===== src/ehfc_pkg.sv =====
package ehfc_pkg;

   localparam int TABLE_ENTRIES = 32;
   // wide enough to hold the entry count itself
   localparam int USED_W = $clog2(TABLE_ENTRIES + 1);

   localparam logic [15:0] LLDP_PROTO = 16'h88cc;
   localparam logic [15:0] IPV4_PROTO = 16'h0800;
   localparam logic [47:0] LLDP_GROUP = 48'h0180_c200_0000;
   localparam logic [47:0] LLDP_TPMR  = 48'h0180_c200_0003;
   localparam logic [47:0] LLDP_NB    = 48'h0180_c200_000e;

   localparam int CSR_INDEX_W = 3;
   localparam int CSR_DATA_W  = 48;

   typedef enum logic [1:0] {
      CMD_CLASSIFY = 2'd0,
      CMD_ADD_IP   = 2'd1,
      CMD_ADD_MAC  = 2'd2,
      CMD_NONE     = 2'd3
   } cmd_type;

   typedef enum logic [CSR_INDEX_W-1:0] {
      CSR_LOCAL_IP  = 3'd0,
      CSR_LOCAL_MAC = 3'd1,
      CSR_PXE_ONLY  = 3'd2,
      CSR_LIMIT     = 3'd3,
      CSR_NULL_MAC  = 3'd4
   } csr_index_type;

   typedef enum logic [1:0] {
      ST_IDLE,
      ST_SEARCH,
      ST_DONE
   } state_type;

   typedef enum int {
      TAG_LLDP     = 0,
      TAG_PXE      = 1,
      TAG_L2_BCAST = 2,
      TAG_L2_TO    = 3,
      TAG_L2_FROM  = 4,
      TAG_L3_BCAST = 5,
      TAG_L3_TO    = 6,
      TAG_L3_FROM  = 7,
      TAG_DF       = 8,
      TAG_MF       = 9
   } tag_pos_type;

   typedef struct packed {
      logic [1:0]  command;
      logic [47:0] dest_mac;
      logic [47:0] src_mac;
      logic [15:0] eth_proto;
      logic [31:0] src_ip;
      logic [31:0] dst_ip;
      logic [2:0]  frag_flags;
   } req_type;

   typedef struct packed {
      logic        dropped;
      logic        reported;
      logic [9:0]  tag_bits;
      logic        self_sent;
      logic [31:0] seen_total;
      logic [31:0] reported_total;
      logic        limit_reached;
      logic        table_full;
   } rsp_type;

   // drop table entries, shifted along the row on an add
   typedef struct packed {
      logic [31:0] ip;
      logic [47:0] mac;
   } entry_type;

   // search key and running match flag, passed cell to cell
   typedef struct packed {
      logic [31:0] ip;
      logic [47:0] mac;
      logic        hit;
   } link_type;

   // controls from the top level into the row
   typedef struct packed {
      logic              ip_shift;
      logic              mac_shift;
      logic [USED_W-1:0] ip_used;
      logic [USED_W-1:0] mac_used;
   } row_ctrl_type;

endpackage


===== src/ehfc_cell.sv =====
module ehfc_cell (
   input  logic                clock,
   input  logic                ip_shift,
   input  logic                mac_shift,
   input  logic                ip_valid,
   input  logic                mac_valid,
   input  ehfc_pkg::entry_type entry_in,
   output ehfc_pkg::entry_type entry_out,
   input  ehfc_pkg::link_type  link_in,
   output ehfc_pkg::link_type  link_out
);

   ehfc_pkg::entry_type entry_ff;
   ehfc_pkg::link_type  link_ff;
   ehfc_pkg::link_type  link_in_next;

   always_comb begin
      link_in_next     = link_in;
      link_in_next.hit = link_in.hit
                       | (ip_valid  && (entry_ff.ip  == link_in.ip))
                       | (mac_valid && (entry_ff.mac == link_in.mac));
   end

   always_ff @(posedge clock) begin
      if (ip_shift) begin
         entry_ff.ip <= entry_in.ip;
      end
      if (mac_shift) begin
         entry_ff.mac <= entry_in.mac;
      end
      link_ff <= link_in_next;
   end

   assign entry_out = entry_ff;
   assign link_out  = link_ff;

endmodule


===== src/ehfc_row.sv =====
module ehfc_row (
   input  logic                   clock,
   input  ehfc_pkg::row_ctrl_type ctrl,
   input  ehfc_pkg::entry_type    new_entry,
   input  ehfc_pkg::link_type     key,
   output ehfc_pkg::link_type     result
);

   ehfc_pkg::entry_type entries [ehfc_pkg::TABLE_ENTRIES];
   ehfc_pkg::link_type  links   [ehfc_pkg::TABLE_ENTRIES];

   for (genvar i = 0; i < ehfc_pkg::TABLE_ENTRIES; i++) begin : g_cell
      ehfc_pkg::entry_type entry_from;
      ehfc_pkg::link_type  link_from;
      logic                ip_valid;
      logic                mac_valid;

      if (i == 0) begin : g_head
         assign entry_from = new_entry;
         assign link_from  = key;
      end else begin : g_body
         assign entry_from = entries[i-1];
         assign link_from  = links[i-1];
      end

      // newest entry sits in cell 0, so filled cells are the low ones
      assign ip_valid  = ctrl.ip_used  > ehfc_pkg::USED_W'(i);
      assign mac_valid = ctrl.mac_used > ehfc_pkg::USED_W'(i);

      ehfc_cell u_cell (
         .clock     (clock),
         .ip_shift  (ctrl.ip_shift),
         .mac_shift (ctrl.mac_shift),
         .ip_valid  (ip_valid),
         .mac_valid (mac_valid),
         .entry_in  (entry_from),
         .entry_out (entries[i]),
         .link_in   (link_from),
         .link_out  (links[i])
      );
   end

   assign result = links[ehfc_pkg::TABLE_ENTRIES-1];

endmodule


===== config.mk =====
export PLATFORM = sky130hd
export DESIGN_NAME = ehfc_row
export DESIGN_NICKNAME = d
export VERILOG_FILES = /design/src/ehfc_pkg.sv /design/src/ehfc_cell.sv /design/src/ehfc_row.sv
export SDC_FILE = /design/constraint.sdc
export NUM_CORES = 2
export LEC_CHECK = 0
export BUFFER_PORTS_ARGS = -buffer_cell sky130_fd_sc_hd__buf_2
export CAP_MARGIN = 20
export CORE_MARGIN = 1
export CORE_UTILIZATION = 61
export DETAILED_ROUTE_END_ITERATION = 8
export HOLD_SLACK_MARGIN = 0.12
export PLACE_DENSITY_LB_ADDON = 0.3
export SLEW_MARGIN = 20
export SYNTH_ARGS = -nofsm -noshare
export SYNTH_HDL_FRONTEND = slang
export SYNTH_SLANG_ARGS = --single-unit

===== constraint.sdc =====
create_clock -name clock -period 1.87 [get_ports clock]
set_clock_uncertainty 0.1 [all_clocks]
set_input_delay 0.187 -clock clock [delete_from_list [all_inputs] [get_ports clock]]
set_output_delay 0.187 -clock clock [all_outputs]
set_load 0.005 [all_outputs]

; ---- Yosys cells after proc, flatten, opt, wreduce, memory -nomap -nowiden
; Cells that the tools add are included.
; Widths: inputs -> output; s select.
[word_totals]
latchBits = 0
regBits = 5152
out_inout_bits = 81
romBits = 0
mem_bits_rw = 0
mem_count = 0
[classes]
n_mux = 0
n_mul = 0
add_sub_neg = 0
n_bitwise = 64
div_mod_pow = 0
magnitude_cmp = 64
shift = 0
eq_ne = 64
reduce_logical = 64
[ops]
columns = cell, n
row1 = $eq 48x48->1, 32
row2 = $eq 32x32->1, 32
row3 = $gt 6x5->1 const B, 32
row4 = $gt 6x4->1 const B, 16
row5 = $logic_and 1x1->1, 64
row6 = $or 1x1->1, 64
row7 = $gt 6x3->1 const B, 8
row8 = $gt 6x1->1 const B, 4
row9 = $gt 6x2->1 const B, 4

; ---- Depth between registers and ports, before layout
[depth]
word_depth = 4
ltp_mapped = 7
mapped_depth_nobuf = 5

; ---- Hierarchy
; Synthesis repeated with hierarchy kept, for this count alone.
[hier_totals]
cells_unflattened = 8828
hier_area_um2 = 158398.2
[by_module_without_submodules]
columns = module, n_inst, area_each_um2, cells_per_inst, seq_area_each_um2
row1 = ehfc_cell, 32, 4927.2, 272, 4023.9
row2 = ehfc_row, 1, 726.9, 124, 0.0

; ---- Worst setup path after synthesis
; Ideal clock, no wire load.
[synth_timing]
kind = reg-to-reg
start = register g_cell[28].u_cell.entry_ff, in the netlist g_cell[28].u_cell.entry_out[14]
end = register g_cell[28].u_cell.link_ff, in the netlist g_cell[28].u_cell.link_out[0]
setup_slack_ps = 213
setup_ps = 69
path_buffers = 0
t_required_ps = 1701
t_arrival_ps = 1488
period_less_slack_ps = 1657
stages_incl_launch_ff = 6
cell_sequence = edfxtp_1 > xor2_1 > nor4_2 > nand4_1 > or4_1 > o21ai_1
[synth_rtl]
columns = element, line
row1 = start: declaration, ehfc_cell.sv:13  ; ehfc_pkg::entry_type entry_ff;
row2 = end signal: assignment, ehfc_cell.sv:31  ; link_ff <= link_in_next;
row3 = end: declaration, ehfc_cell.sv:14  ; ehfc_pkg::link_type link_ff;

==> flow_summary.yaml <==
place:
  portBuffers: 256
  gp_congestion: 0.985
  dp_hpwl_mm: 257
routing:
  wirelength_mm: 371
  drc: 0
  drtPass1Iterations: 5
  vias: 76200
  wl_met1_mm: 114
  wl_met2_mm: 205
  drtAntennaViolNets: 0
  drtIter0Drc: 5159
  vias_per_cell: 5.29
  wl_per_cell_um: 25.8
  dr_wl_met3_mm: 14.5
  top_layer: "met5"
worst_setup_path:
  cp-start-kind: "flip-flop"
  cp_cell_sequence: "xnor2_1 > buf_4 > nand4_1 > nor4_4 > buf_4 > o211ai_1 > buf_4 > o21ai_1"
  worst_path_most_repeated_cell: "buf_4"
  cp_data_arrival_time_ps: 3120
  cp_slowest_cell: "edfxtp_1"
  worstSetupPathType: "reg2reg"
  slowest_delay_ps: 460
  path_buf_inv: 3
  critPathCaptureType: "flip-flop"
  worstPathMaxFanout: 2
  cpLargestDelayFamily: "simple AND/OR/NAND/NOR gates"
  crit_required_ps: 2690
global_route:
  grt_max_degree: 116
  grt_pass1_wl_mm: 524
  grt.overflow.total: 0
  antenna_found_initial: 13
  track_usage_pct: 28.2
  grt_pass1_vias: 82100
synthesis:
  syn-num-nets: 8948
  synth_area_mm2: 0.158
  syn_avg_cell_area_um2: 18.0
  ys_warn_count: 0
  yosys_register_bits: 5152
  seq_area_frac_synth_pct: 81.7
  synthCells: 8772
  synth_cell_types: 50
sta:
  clock.fmax_ghz: 0.434
  period_share_pct: 123
  holdWs_ps: 162
  tightest_slew_ps: 893
  hold_violations: 0
  relSlewSlack_pct: 40.2
  setup_viol: 23
  rsz0062_at_grt: "true"
  min_period_ps: 2300
  setup_slack_ps: -433
  slew_viol_final: 0
clocking:
  cts_root_buffer: "clkbuf_16"
  numCtsBuffers: 481
  h-tree-depth: 5
  clock_latency_ps: 1050
  cts_tree: "done"
  cts.clk_slew.worst_paths_ps: 70
  cts_buffer_depth: 4
  clkSinkCount: 5152
floorplan:
  dieWidth_um: 510
  die_h_um: 510
  start_util_pct: 61.3
  core_mm2: 0.257
  pin_count: 257
  rows: 186
  die_area_mm2: 0.260
outcome:
  violations: "negative setup slack"
  status: "finished with violations"
power_and_ir_drop:
  ir_worst_vdd_v: 0.00110
  p_per_area_mw_per_mm2: 1260
  p_leak_uw: 0.0705
layout:
  drive_gt1_share_pct: 18.1
  final_common_cell: "dfxtp_1"
  final_util_pct: 74.3
  finalNetCount: 10800
  seqCellArea_mm2: 0.129
  fillers: 14300
  multi_input_area_mm2: 0.0304
  layout_common_cells: "dfxtp_1, edfxtp_1, xnor2_1"
  syn_to_final_growth_pct: 21.1
run:
  maxCapViolCount: 0
hold_path:
  hold_class: "in2reg"
[what timing repair did]
action | CTS | global route
buffers inserted | 14 | 18
gates resized for setup | 185 | 86
cloned | 0 | 0
hold buffers | 343 | 0
pin swaps | 101 | 87
endpoints found under the setup margin | 32 | 32
hold endpoints to repair | 2746 | 0
[metrics by stage]
step | total power [uW] | setup TNS, ps | setup slack [ps] | area, um2 | instances
2_1_floorplan | 135000 | 0 | 213 | 158000 | 8772
3_3_place_gp | 142000 | -11680 | -852 | 169000 | 13100
3_5_place_dp | 143000 | -11650 | -672 | 169000 | 13100
4_1_cts | 240000 | -1660 | -225 | 190000 | 14400
5_1_grt | 247000 | -3340 | -348 | 191000 | 14400
6_report | 240000 | -2530 | -433 | 191000 | 14400
[worst register-to-register path, stage by stage, from the launching register on]
cell	delay [ps]
edfxtp_1	460
xnor2_1	170
buf_4	160
nand4_1	270
nor4_4	390
buf_4	200
o211ai_1	110
buf_4	170
o21ai_1	160
[kinds of logic after synthesis]
logic type             share of synthesized area, %
buffers and inverters                         0.131
XOR/XNOR                                       14.1
flip-flops                                     81.7
AND/OR/NAND/NOR                                3.48
AO/OA/AOI/OAI                                 0.565
[state kept, by name (all words and copies together), names as in the netlist]
| name | cells |
|---|---|
| g_cell.u_cell.link_out | 2592 |
| g_cell.u_cell.entry_out | 2560 |
[worst paths after layout]
check                                                 from  slack, ps  cells after the start                                      to
setup / recovery  g_cell[0].u_cell.entry_out[11]$_DFFE_PP_       -430                      8    g_cell[0].u_cell.link_out[0]$_DFF_P_
hold / removal                                    ctrl[11]        160                      6    g_cell[7].u_cell.link_out[0]$_DFF_P_
setup reg to reg  g_cell[0].u_cell.entry_out[11]$_DFFE_PP_       -430                      8    g_cell[0].u_cell.link_out[0]$_DFF_P_
hold reg to reg     g_cell[23].u_cell.link_out[74]$_DFF_P_        180                      0  g_cell[24].u_cell.link_out[74]$_DFF_P_
[Yosys cell counts, drive strengths merged]
master | count | area [um2]
nand3 | 39 | 195
o31ai | 4 | 30.0
o2111ai | 4 | 35.0
edfxtp | 2560 | 76900
nor2b | 1 | 6.26
or2 | 4 | 25.0
xor2 | 1043 | 9140
o2bb2ai | 4 | 35.0
nor4b | 2 | 17.5
a221o | 1 | 10.0
dfxtp | 2592 | 51900
nand2 | 18 | 67.6
a41oi | 9 | 78.8
a211o | 1 | 8.76
a21oi | 24 | 124
or4 | 5 | 41.3
o21ai | 35 | 175
nand3b | 1 | 7.51
xnor2 | 1494 | 13100
or3 | 12 | 75.1
nand4 | 420 | 2630
clkbuf | 4 | 15.0
o221ai | 1 | 8.76
nand2b | 5 | 31.3
and3 | 2 | 12.5
nor4 | 334 | 2110
o22ai | 8 | 50.1
a2111oi | 5 | 43.8
a222oi | 3 | 30.0
inv | 27 | 101
a21o | 3 | 22.5
a311oi | 1 | 8.76
o311ai | 1 | 8.76
a22o | 1 | 8.76
a221oi | 1 | 8.76
o211ai | 3 | 22.5
a31oi | 18 | 113
nor3 | 40 | 200
buf | 15 | 90.1
a211oi | 8 | 60.1
nor2 | 18 | 70.1
o21a | 1 | 7.51
[routing by layer]
metal | track usage, % | vias up
met1 | 25.7 | 37300
met5 | 0 | -
met3 | 3.87 | 1122
met2 | 54.1 | 2683
met4 | 24.5 | 2
li1 | - | 35000
[final cells by class]
class	instances	area share, %
Clock buffer	672	7.13
Antenna cell	6	0.00787
Multi-Input combinational cell	3574	15.9
Clock inverter	215	1.33
Tap cell	3384	2.22
Timing Repair Buffer	1354	5.88
Inverter	27	0.0531
Sequential cell	5152	67.5
[power by group]
part           total [uW]  internal (uW)  switching [uW]
combinational       11800           5450            6320
clock               98400          57600           40700
sequential         130000         125000            4860
Note: power is estimated with default switching activity, not from simulation.
